**src/rtl/core/tta_pkg.sv**
```systemverilog
`timescale 1ns / 1ps
`default_nettype none
// ----------------------------------------------------------------------------
// Tap tempo averager package
// Shared widths, register indexes, control word layout and the sequencer
// program of the tap tempo averager.
// ----------------------------------------------------------------------------
package tta_pkg;

    // Serial divider geometry: a 24-bit quotient, two bits retired per step.
    localparam int QUO_W     = 24;
    localparam int DIV_W     = 16;
    localparam int REM_W     = 16;
    localparam int DIV_STEPS = QUO_W / 2;
    localparam int CNT_W     = 4;

    // Milliseconds per minute in Q.8: divided by a gap in milliseconds it gives BPM in Q.8.
    localparam logic [QUO_W-1:0] TEMPO_NUM = 24'd15360000;

    // Configuration registers.
    localparam int CFG_DATA_W = 17;
    localparam int CFG_IDX_W  = 2;
    localparam logic [CFG_IDX_W-1:0] CFG_TIMEOUT   = 2'd0;
    localparam logic [CFG_IDX_W-1:0] CFG_MIN_TEMPO = 2'd1;
    localparam logic [CFG_IDX_W-1:0] CFG_MAX_TEMPO = 2'd2;

    localparam logic [15:0] TIMEOUT_RESET   = 16'd2000;
    localparam logic [16:0] MIN_TEMPO_RESET = 17'd5120;
    localparam logic [16:0] MAX_TEMPO_RESET = 17'd76800;

    // Program counter and step addresses.
    localparam int STEP_W = 3;
    localparam logic [STEP_W-1:0] STEP_WAIT      = 3'd0;
    localparam logic [STEP_W-1:0] STEP_CHECK     = 3'd1;
    localparam logic [STEP_W-1:0] STEP_DIV_TEMPO = 3'd2;
    localparam logic [STEP_W-1:0] STEP_PUSH      = 3'd3;
    localparam logic [STEP_W-1:0] STEP_LOAD_AVG  = 3'd4;
    localparam logic [STEP_W-1:0] STEP_DIV_AVG   = 3'd5;
    localparam logic [STEP_W-1:0] STEP_CLAMP     = 3'd6;
    localparam logic [STEP_W-1:0] STEP_EMIT      = 3'd7;

    typedef enum logic [2:0] {
        OP_CAPTURE,
        OP_CHECK,
        OP_DIV,
        OP_PUSH,
        OP_LOAD_AVG,
        OP_CLAMP,
        OP_EMIT
    } op_t;

    typedef enum logic [2:0] {
        COND_NEXT,
        COND_NO_FIRE,
        COND_REJECT,
        COND_DIV_RUN,
        COND_FEW,
        COND_OUT_BUSY
    } cond_t;

    typedef struct packed {
        logic              accept;
        op_t               op;
        cond_t             cond;
        logic [STEP_W-1:0] target;
    } ctrl_word_t;

    // The program. When the condition holds the counter loads the target,
    // otherwise it advances; the last step wraps back to the first.
    function automatic ctrl_word_t ucode_fetch(logic [STEP_W-1:0] step);
        ctrl_word_t w;
        w = '{accept: 1'b0, op: OP_CAPTURE, cond: COND_NEXT, target: STEP_WAIT};
        unique case (step)
            STEP_WAIT:      w = '{1'b1, OP_CAPTURE,  COND_NO_FIRE,  STEP_WAIT};
            STEP_CHECK:     w = '{1'b0, OP_CHECK,    COND_REJECT,   STEP_EMIT};
            STEP_DIV_TEMPO: w = '{1'b0, OP_DIV,      COND_DIV_RUN,  STEP_DIV_TEMPO};
            STEP_PUSH:      w = '{1'b0, OP_PUSH,     COND_NEXT,     STEP_WAIT};
            STEP_LOAD_AVG:  w = '{1'b0, OP_LOAD_AVG, COND_FEW,      STEP_EMIT};
            STEP_DIV_AVG:   w = '{1'b0, OP_DIV,      COND_DIV_RUN,  STEP_DIV_AVG};
            STEP_CLAMP:     w = '{1'b0, OP_CLAMP,    COND_NEXT,     STEP_WAIT};
            STEP_EMIT:      w = '{1'b0, OP_EMIT,     COND_OUT_BUSY, STEP_EMIT};
            default:        w = '{1'b1, OP_CAPTURE,  COND_NO_FIRE,  STEP_WAIT};
        endcase
        return w;
    endfunction

endpackage
`default_nettype wire

```
**src/rtl/core/tap_tempo_averager.sv**
```systemverilog
`timescale 1ns / 1ps
`default_nettype none
// ----------------------------------------------------------------------------
// Tap tempo averager
// Turns tap times into a moving average tempo in Q.8 BPM, clamped to a
// configurable range, under control of a small microcoded sequencer.
// ----------------------------------------------------------------------------
//
// Channel   Direction  Handshake            Word
// tap in    input      in_valid / in_stall  tap_time_ms
// tempo out output     out_valid / out_stall tempo_q8, tempo_valid, history_count
// config    input      cfg_we               cfg_index, cfg_data
//
// A kept tap goes from the check step through the tempo division, push,
// average load, average division and clamp steps to the emit step; with
// fewer than two tempos held it skips from the average load to emit, and a
// cleared history jumps from check to emit. The shared serial divider
// retires two quotient bits per cycle, once for the tap tempo, once for the average.
// Reset clears the sequencer, the history bookkeeping and the output register
// and loads the register defaults; the history entries themselves are left
// alone. The next tap is taken while a result waits in the output register;
// the sequencer holds at its emit step only if that register is still full.
//
// The sequencer is a program counter over an eight-step control store. Each
// control word names an operation for the datapath, a condition and a jump
// target: when the condition holds the counter loads the target, else it
// steps forward, and the emit step wraps back to the wait step.

module tap_tempo_averager #(
    parameter int HISTORY_DEPTH = 8
) (
    input  wire logic                           clk,
    input  wire logic                           rst_n,

    input  wire logic                           in_valid,
    output logic                                in_stall,
    input  wire logic [31:0]                    tap_time_ms,

    output logic                                out_valid,
    input  wire logic                           out_stall,
    output logic [16:0]                         tempo_q8,
    output logic                                tempo_valid,
    output logic [3:0]                          history_count,

    input  wire logic                           cfg_we,
    input  wire logic [tta_pkg::CFG_IDX_W-1:0]  cfg_index,
    input  wire logic [tta_pkg::CFG_DATA_W-1:0] cfg_data
);
    import tta_pkg::*;

    // The fill count must hold the depth itself; the sum of a full history
    // of 24-bit tempos needs that many bits more.
    localparam int FILL_W = $clog2(HISTORY_DEPTH + 1);
    localparam int IDX_W  = $clog2(HISTORY_DEPTH);
    localparam int SLOT_W = FILL_W + 1;
    localparam int SUM_W  = QUO_W + FILL_W;

    // Configuration registers.
    logic [15:0] timeout_reg;
    logic [16:0] min_tempo_reg;
    logic [16:0] max_tempo_reg;

    // Sequencer.
    logic [STEP_W-1:0] pc_reg, pc_next;
    ctrl_word_t        ctrl;
    logic              cond_true;

    // Tap bookkeeping.
    logic [31:0] last_tap_reg, last_tap_next;
    logic        have_last_reg, have_last_next;
    logic        first_reg, first_next;
    logic [31:0] interval_reg, interval_next;

    // History.
    logic [QUO_W-1:0]  hist_mem [HISTORY_DEPTH];
    logic              hist_we;
    logic [IDX_W-1:0]  wr_slot;
    logic [FILL_W-1:0] fill_reg, fill_next;
    logic [IDX_W-1:0]  oldest_reg, oldest_next;
    logic [SUM_W-1:0]  sum_reg, sum_next;
    logic [SLOT_W-1:0] slot_sum;
    logic [SLOT_W-1:0] slot_wrap;
    logic              hist_full;

    // Shared serial divider: the dividend shifts out of the top of the
    // quotient register while the quotient bits shift in at the bottom.
    logic [DIV_W-1:0] divisor_reg, divisor_next;
    logic [REM_W-1:0] rem_reg, rem_next;
    logic [QUO_W-1:0] quo_reg, quo_next;
    logic [CNT_W-1:0] div_cnt_reg, div_cnt_next;
    logic [REM_W:0]   trial1, trial2;
    logic             take1, take2;
    logic [REM_W-1:0] rem_step1, rem_step2;
    logic [QUO_W-1:0] quo_step1, quo_step2;

    // Result being built and the output register.
    logic [16:0]       res_tempo_reg, res_tempo_next;
    logic              res_valid_reg, res_valid_next;
    logic              out_valid_reg, out_valid_next;
    logic [16:0]       out_tempo_reg, out_tempo_next;
    logic              out_tvalid_reg, out_tvalid_next;
    logic [FILL_W-1:0] out_fill_reg, out_fill_next;
    logic [FILL_W+3:0] out_fill_ext;

    // Helpers.
    logic             in_fire;
    logic             out_busy;
    logic             reject;
    logic             few;
    logic [DIV_W-1:0] tempo_divisor;
    logic [QUO_W-1:0] clamp_lo;
    logic [QUO_W-1:0] clamp_hi;

    assign ctrl     = ucode_fetch(pc_reg);
    assign in_stall = !ctrl.accept;
    assign in_fire  = in_valid && ctrl.accept;
    assign out_busy = out_valid_reg && out_stall;

    // A tap is kept only if there was an earlier one and the gap is short.
    assign reject = first_reg || (interval_reg >= {16'd0, timeout_reg});
    assign few    = fill_reg < FILL_W'(2);

    // Gaps that pass the timeout check fit in 16 bits; a zero gap counts
    // as one millisecond.
    assign tempo_divisor = (interval_reg[15:0] == 16'd0) ? 16'd1 : interval_reg[15:0];

    // Two restoring division steps per cycle.
    always_comb
    begin
        trial1    = {rem_reg, quo_reg[QUO_W-1]};
        take1     = trial1 >= {1'b0, divisor_reg};
        rem_step1 = take1 ? REM_W'(trial1 - {1'b0, divisor_reg}) : REM_W'(trial1);
        quo_step1 = {quo_reg[QUO_W-2:0], take1};
        trial2    = {rem_step1, quo_step1[QUO_W-1]};
        take2     = trial2 >= {1'b0, divisor_reg};
        rem_step2 = take2 ? REM_W'(trial2 - {1'b0, divisor_reg}) : REM_W'(trial2);
        quo_step2 = {quo_step1[QUO_W-2:0], take2};
    end

    // Circular history addressing: while filling, the new tempo goes just
    // past the newest entry; once full it overwrites the oldest.
    always_comb
    begin
        slot_sum  = SLOT_W'(oldest_reg) + SLOT_W'(fill_reg);
        slot_wrap = (slot_sum >= SLOT_W'(HISTORY_DEPTH))
                    ? slot_sum - SLOT_W'(HISTORY_DEPTH) : slot_sum;
        hist_full = fill_reg == FILL_W'(HISTORY_DEPTH);
        wr_slot   = hist_full ? oldest_reg : slot_wrap[IDX_W-1:0];
    end

    // Minimum first, then maximum, so crossed limits give the maximum.
    always_comb
    begin
        clamp_lo = (quo_reg < {7'd0, min_tempo_reg}) ? {7'd0, min_tempo_reg} : quo_reg;
        clamp_hi = (clamp_lo > {7'd0, max_tempo_reg}) ? {7'd0, max_tempo_reg} : clamp_lo;
    end

    // Jump condition and next step.
    always_comb
    begin
        unique case (ctrl.cond)
            COND_NEXT:     cond_true = 1'b0;
            COND_NO_FIRE:  cond_true = !in_fire;
            COND_REJECT:   cond_true = reject;
            COND_DIV_RUN:  cond_true = div_cnt_reg != '0;
            COND_FEW:      cond_true = few;
            COND_OUT_BUSY: cond_true = out_busy;
            default:       cond_true = 1'b0;
        endcase
        pc_next = cond_true ? ctrl.target : pc_reg + STEP_W'(1);
    end

    // Datapath, driven by the operation field of the current control word.
    always_comb
    begin
        last_tap_next   = last_tap_reg;
        have_last_next  = have_last_reg;
        first_next      = first_reg;
        interval_next   = interval_reg;
        fill_next       = fill_reg;
        oldest_next     = oldest_reg;
        sum_next        = sum_reg;
        hist_we         = 1'b0;
        divisor_next    = divisor_reg;
        rem_next        = rem_reg;
        quo_next        = quo_reg;
        div_cnt_next    = div_cnt_reg;
        res_tempo_next  = res_tempo_reg;
        res_valid_next  = res_valid_reg;
        out_valid_next  = out_valid_reg && out_stall;
        out_tempo_next  = out_tempo_reg;
        out_tvalid_next = out_tvalid_reg;
        out_fill_next   = out_fill_reg;

        unique case (ctrl.op)
            OP_CAPTURE:
            begin
                if (in_fire)
                begin
                    interval_next  = tap_time_ms - last_tap_reg;
                    first_next     = !have_last_reg;
                    last_tap_next  = tap_time_ms;
                    have_last_next = 1'b1;
                end
            end
            OP_CHECK:
            begin
                res_tempo_next = '0;
                res_valid_next = 1'b0;
                if (reject)
                begin
                    fill_next   = '0;
                    oldest_next = '0;
                    sum_next    = '0;
                end
                else
                begin
                    divisor_next = tempo_divisor;
                    rem_next     = '0;
                    quo_next     = TEMPO_NUM;
                    div_cnt_next = CNT_W'(DIV_STEPS - 1);
                end
            end
            OP_DIV:
            begin
                rem_next     = rem_step2;
                quo_next     = quo_step2;
                div_cnt_next = div_cnt_reg - CNT_W'(1);
            end
            OP_PUSH:
            begin
                hist_we = 1'b1;
                if (hist_full)
                begin
                    sum_next    = sum_reg - SUM_W'(hist_mem[oldest_reg]) + SUM_W'(quo_reg);
                    oldest_next = (oldest_reg == IDX_W'(HISTORY_DEPTH - 1))
                                  ? '0 : oldest_reg + IDX_W'(1);
                end
                else
                begin
                    sum_next  = sum_reg + SUM_W'(quo_reg);
                    fill_next = fill_reg + FILL_W'(1);
                end
            end
            OP_LOAD_AVG:
            begin
                // The sum is below fill times 2^24, so the quotient fits in
                // 24 bits and the top of the sum seeds the remainder.
                if (!few)
                begin
                    divisor_next = DIV_W'(fill_reg);
                    rem_next     = REM_W'(sum_reg[SUM_W-1:QUO_W]);
                    quo_next     = sum_reg[QUO_W-1:0];
                    div_cnt_next = CNT_W'(DIV_STEPS - 1);
                end
            end
            OP_CLAMP:
            begin
                res_tempo_next = clamp_hi[16:0];
                res_valid_next = 1'b1;
            end
            OP_EMIT:
            begin
                if (!out_busy)
                begin
                    out_valid_next  = 1'b1;
                    out_tempo_next  = res_tempo_reg;
                    out_tvalid_next = res_valid_reg;
                    out_fill_next   = fill_reg;
                end
            end
            default:
            begin
                hist_we = 1'b0;
            end
        endcase
    end

    always_ff @(posedge clk or negedge rst_n)
    begin
        if (!rst_n)
        begin
            timeout_reg   <= TIMEOUT_RESET;
            min_tempo_reg <= MIN_TEMPO_RESET;
            max_tempo_reg <= MAX_TEMPO_RESET;
        end
        else if (cfg_we)
        begin
            unique case (cfg_index)
                CFG_TIMEOUT:   timeout_reg   <= cfg_data[15:0];
                CFG_MIN_TEMPO: min_tempo_reg <= cfg_data;
                CFG_MAX_TEMPO: max_tempo_reg <= cfg_data;
                default:       timeout_reg   <= timeout_reg;
            endcase
        end
    end

    always_ff @(posedge clk or negedge rst_n)
    begin
        if (!rst_n)
        begin
            pc_reg        <= STEP_WAIT;
            last_tap_reg  <= '0;
            have_last_reg <= 1'b0;
            first_reg     <= 1'b1;
            fill_reg      <= '0;
            oldest_reg    <= '0;
            sum_reg       <= '0;
            div_cnt_reg   <= '0;
            out_valid_reg <= 1'b0;
        end
        else
        begin
            pc_reg        <= pc_next;
            last_tap_reg  <= last_tap_next;
            have_last_reg <= have_last_next;
            first_reg     <= first_next;
            fill_reg      <= fill_next;
            oldest_reg    <= oldest_next;
            sum_reg       <= sum_next;
            div_cnt_reg   <= div_cnt_next;
            out_valid_reg <= out_valid_next;
        end
    end

    always_ff @(posedge clk)
    begin
        interval_reg   <= interval_next;
        divisor_reg    <= divisor_next;
        rem_reg        <= rem_next;
        quo_reg        <= quo_next;
        res_tempo_reg  <= res_tempo_next;
        res_valid_reg  <= res_valid_next;
        out_tempo_reg  <= out_tempo_next;
        out_tvalid_reg <= out_tvalid_next;
        out_fill_reg   <= out_fill_next;
        if (hist_we)
        begin
            hist_mem[wr_slot] <= quo_reg;
        end
    end

    assign out_fill_ext  = {4'd0, out_fill_reg};
    assign out_valid     = out_valid_reg;
    assign tempo_q8      = out_tempo_reg;
    assign tempo_valid   = out_tvalid_reg;
    assign history_count = out_fill_ext[3:0];

`ifndef ASSERT_OFF
    // An accepted tap always moves the sequencer on to the timeout check.
    a_fire_to_check: assert property (@(posedge clk) disable iff (!rst_n)
        in_fire |=> pc_reg == STEP_CHECK)
        else $error("accepted tap did not advance to the check step");

    // The divider remainder stays below the divisor during division.
    a_rem_bound: assert property (@(posedge clk) disable iff (!rst_n)
        (pc_reg == STEP_DIV_TEMPO || pc_reg == STEP_DIV_AVG) |-> rem_reg < divisor_reg)
        else $error("divider remainder not below divisor");

    // The history never holds more tempos than it has slots.
    a_fill_bound: assert property (@(posedge clk) disable iff (!rst_n)
        fill_reg <= FILL_W'(HISTORY_DEPTH))
        else $error("history fill exceeds depth");

    // A valid tempo is only reported with at least two tempos held.
    a_valid_fill: assert property (@(posedge clk) disable iff (!rst_n)
        (out_valid_reg && out_tvalid_reg) |-> out_fill_reg >= FILL_W'(2))
        else $error("valid tempo reported with fewer than two tempos");
`endif

endmodule
`default_nettype wire
```
**config.mk**
```make
export PLATFORM = sky130hd
export DESIGN_NAME = tap_tempo_averager
export DESIGN_NICKNAME = d
export VERILOG_FILES = /design/src/rtl/core/tta_pkg.sv /design/src/rtl/core/tap_tempo_averager.sv
export SDC_FILE = /design/constraint.sdc
export NUM_CORES = 1
export LEC_CHECK = 0
export BUFFER_PORTS_ARGS = -buffer_cell sky130_fd_sc_hd__buf_2
export CAP_MARGIN = 20
export CORE_MARGIN = 1
export CORE_UTILIZATION = 65
export CTS_BUF_LIST = sky130_fd_sc_hd__clkbuf_4
export DETAILED_ROUTE_END_ITERATION = 16
export PLACE_DENSITY = 0.82
export SYNTH_ARGS = -nofsm -noshare
export SYNTH_HDL_FRONTEND = slang
export SYNTH_SLANG_ARGS = --single-unit
```
**constraint.sdc**
```tcl
create_clock -name clk -period 5.9 [get_ports clk]
set_input_delay 1.475 -clock clk [delete_from_list [all_inputs] [get_ports clk]]
set_output_delay 1.475 -clock clk [all_outputs]
set_load 0.02 [all_outputs]
```
==> flow_summary.yaml <==
status:
  status: "complete, no violations"
min_path:
  hp-start: "res_tempo_reg[1]$_SDFFCE_PN0P_"
  holdPathEnd: "tempo_q8[1]$_DFFE_PP_"
  worstHoldPathCells: 0
  min_path_type: "reg -> reg"
final_layout:
  area_delta_synth_final_pct: 11.0
  layout_common_cells: "edfxtp_1 (320), inv_1 (245), clkbuf_4 (179)"
  nFillCells: 2648
  nets: 2633
  drive_gt1_frac: 0.201
  instances_no_fill: 2985
  largest_register_ffs: 192
  final_core_util: 0.731
  layout_commonest_cell: "edfxtp_1"
setup_path:
  cpPeakStageDelay_ns: 0.41
  crit_slowest_cell: "edfxtp_1"
  regToRegStartpoint: "divisor_reg[1]$_DFFE_PP_"
  crit_buf_inv: 3
  path_delay_family: "compound AO/OA/AOI/OAI gates"
  critPathRequiredTime_ns: 6.57
  crit_chain: "inv_1 > ha_1 > nor2b_1 > o21bai_1 > a21oi_2 > o311ai_4 > o211ai_2 > a311oi_4 > buf_4 > mux2_2 > ha_1 > or2_2 > a21oi_1 > a31oi_1 > o21ai_0 > a31oi_1 > a211oi_1 > mux2i_4 > buf_4 > mux2_4 > o22ai_2"
  worst-path-max-fanout: 9
  r2r_setup_slack_ns: 0.60
  worstSetupStartpointType: "register"
  path_class: "reg -> reg"
  critPathCaptureType: "register"
  ff2ff_path_depth: 21
  crit_arrival_ns: 5.97
  r2r_end: "rem_reg[1]$_DFFE_PP_"
clock_network:
  h-tree-depth: 3
  post_cts_buffers: 0
  cts_resized: 0
  clkLatencyLatePin_ns: 0.84
  cts_hold_buf: 0
  clk_pin_slew_ns: 0.06
  cts-root-buf: "clkbuf_4"
  numCtsBuffers: 115
  cts_tree: "yes"
  clk_path_buf_depth: 3
  clock-sinks: 447
sta:
  max_freq_mhz: 189
  fin_crit_ns: 5.30
  finalCritPeriodShare: 0.898
  fin_tns_setup_ns: 0
  slew_headroom: 0.322
  rsz0062_at_grt: "false"
  slew_viol_final: 0
  tightest_slew_ns: 0.991
  setup_viol: 0
  hold_viol_final: 0
  skew_ns: 0.0596
  holdWs_ns: 0.410
detailed_routing:
  firstDrtPassIters: 5
  viasPerCell: 6.06
  remaining_drc_errors: 0
  drt-initial-drc-count: 1332
  antenna_left: 0
  finalWirelength_um: 61300
  num_vias: 18100
  wl_per_cell_um: 20.5
floorplanning:
  dieArea_mm2: 0.0400
  io_pins: 80
  die_width_um: 200
  start_util: 0.659
  die_h_um: 200
  num_rows: 72
  core_mm2: 0.0386
placement:
  port_buffers: 79
  dp_cells: 2771
  gp_congestion: 0.945
  post-dp-hpwl_um: 44100
synth:
  yosys_register_bits: 447
  netlist_area_mm2: 0.0255
  yosysSeqAreaShare: 0.503
  synth_ff_type: "edfxtp_1"
  mappedNetlistNets: 2448
  synthesis.instances: 2185
  synth_edf_count: 320
  synth_warnings: 0
  synth_cell_types: 76
  synth_async_sr_flop_share: 0.284
  syn_area_per_cell_um2: 11.7
global_routing:
  grt_pass1_vias: 18400
  antenna_found_initial: 2
  grt_max_degree: 90
  grt_pass1_wl_um: 96400
  grt_usage: 0.318
  overflow: 0
flow_run:
  maxCapViolCount: 0
==> routing by layer <==
metal,track usage,vias up,share of wire,routed length (µm)
met5,0,-,0,0
met4,0.125,0,0.028,1720
met3,0.0578,130,0.073,4490
met2,0.550,656,0.50,30700
met1,0.396,8824,0.40,24400
li1,-,8493,-,-
==> metrics by stage <==
stage / setup slack (ns) / area (µm²)
finish: 0.602 / 28300
CTS: 0.611 / 28300
global route: 0.250 / 28300
global placement: 0.804 / 26800
detailed placement: 0.668 / 26800
floorplan: 0.820 / 25500
==> kinds of logic after synthesis <==
group                      Yosys count  share of synthesized area
muxes                              164                     0.0924
xor gates and xnor gates            97                     0.0334
buffers and inverters              311                     0.0462
adders and majority gates          207                      0.110
AOI/OAI and AO/OA                  516                      0.132
DFF                                447                      0.503
and+or+nand+nor                    443                     0.0828
==> worst register-to-register path, stage by stage (launching register included) <==
cell,delay [ns]
edfxtp_1,0.41
inv_1,0.16
ha_1,0.26
nor2b_1,0.15
o21bai_1,0.20
a21oi_2,0.12
o311ai_4,0.37
o211ai_2,0.14
a311oi_4,0.35
buf_4,0.23
mux2_2,0.37
ha_1,0.35
or2_2,0.29
a21oi_1,0.15
a31oi_1,0.11
o21ai_0,0.21
a31oi_1,0.13
a211oi_1,0.40
mux2i_4,0.11
buf_4,0.21
mux2_4,0.32
o22ai_2,0.12
==> cell type report <==
| type | instances | area, µm² | share of cell area |
|---|---|---|---|
| clock inverters | 32 | 156 | 0.00553 |
| clock buffers | 179 | 1340 | 0.0475 |
| multi-input cells | 1427 | 11600 | 0.409 |
| well taps | 518 | 648 | 0.0229 |
| repair buffers | 133 | 807 | 0.0286 |
| flip-flops and latches | 447 | 12800 | 0.453 |
| inverters | 246 | 923 | 0.0327 |
| diodes | 3 | 7.51 | 0.000266 |
==> worst max path at each step <==
stage / depth (start not counted) / end / startpoint / slack [ns]
2_1_floorplan: 20 / quo_reg[0]$_DFFE_PP_ / divisor_reg[1]$_DFFE_PP_ / 0.82
3_5_place_dp: 21 / rem_reg[1]$_DFFE_PP_ / divisor_reg[1]$_DFFE_PP_ / 0.67
3_3_place_gp: 21 / rem_reg[1]$_DFFE_PP_ / divisor_reg[1]$_DFFE_PP_ / 0.80
4_1_cts: 21 / rem_reg[1]$_DFFE_PP_ / divisor_reg[1]$_DFFE_PP_ / 0.61
6_report: 21 / rem_reg[1]$_DFFE_PP_ / divisor_reg[1]$_DFFE_PP_ / 0.60
5_1_grt: 15 / sum_reg[25]$_DFFE_PN0P_ / oldest_reg[0]$_DFFE_PN0P_ / 0.25
==> Yosys cell counts, types with 7 or more instances <==
master / n / area, µm²
and2_1: 8 / 50.1
nand2_1: 150 / 563
mux4_2: 48 / 1080
or2_2: 10 / 62.6
fa_1: 29 / 581
dfstp_2: 13 / 342
mux2_2: 75 / 845
edfxtp_1: 320 / 9610
a31oi_1: 17 / 106
buf_1: 8 / 30.0
clkbuf_1: 54 / 203
nand4_1: 16 / 100
nand3_1: 29 / 145
nor2_1: 100 / 375
o211ai_1: 7 / 52.6
nand2b_1: 22 / 138
dfrtp_1: 114 / 2850
ha_1: 178 / 2230
inv_1: 245 / 920
nor3_1: 28 / 140
o31ai_1: 26 / 195
and3_1: 22 / 138
a21oi_1: 111 / 556
or3_1: 9 / 56.3
o21ai_0: 124 / 621
o21bai_1: 12 / 90.1
mux2i_1: 39 / 390
a21o_1: 54 / 405
a22oi_1: 13 / 97.6
nor4_1: 12 / 75.1
a211oi_1: 22 / 165
o21a_1: 23 / 173
xnor2_1: 64 / 561
o22ai_1: 35 / 219
nor2b_1: 20 / 125
o221ai_1: 8 / 70.1
xor2_1: 33 / 289
Power is not shown: default switching activity piles up to over one toggle a cycle in this logic, so the estimate is an artifact.
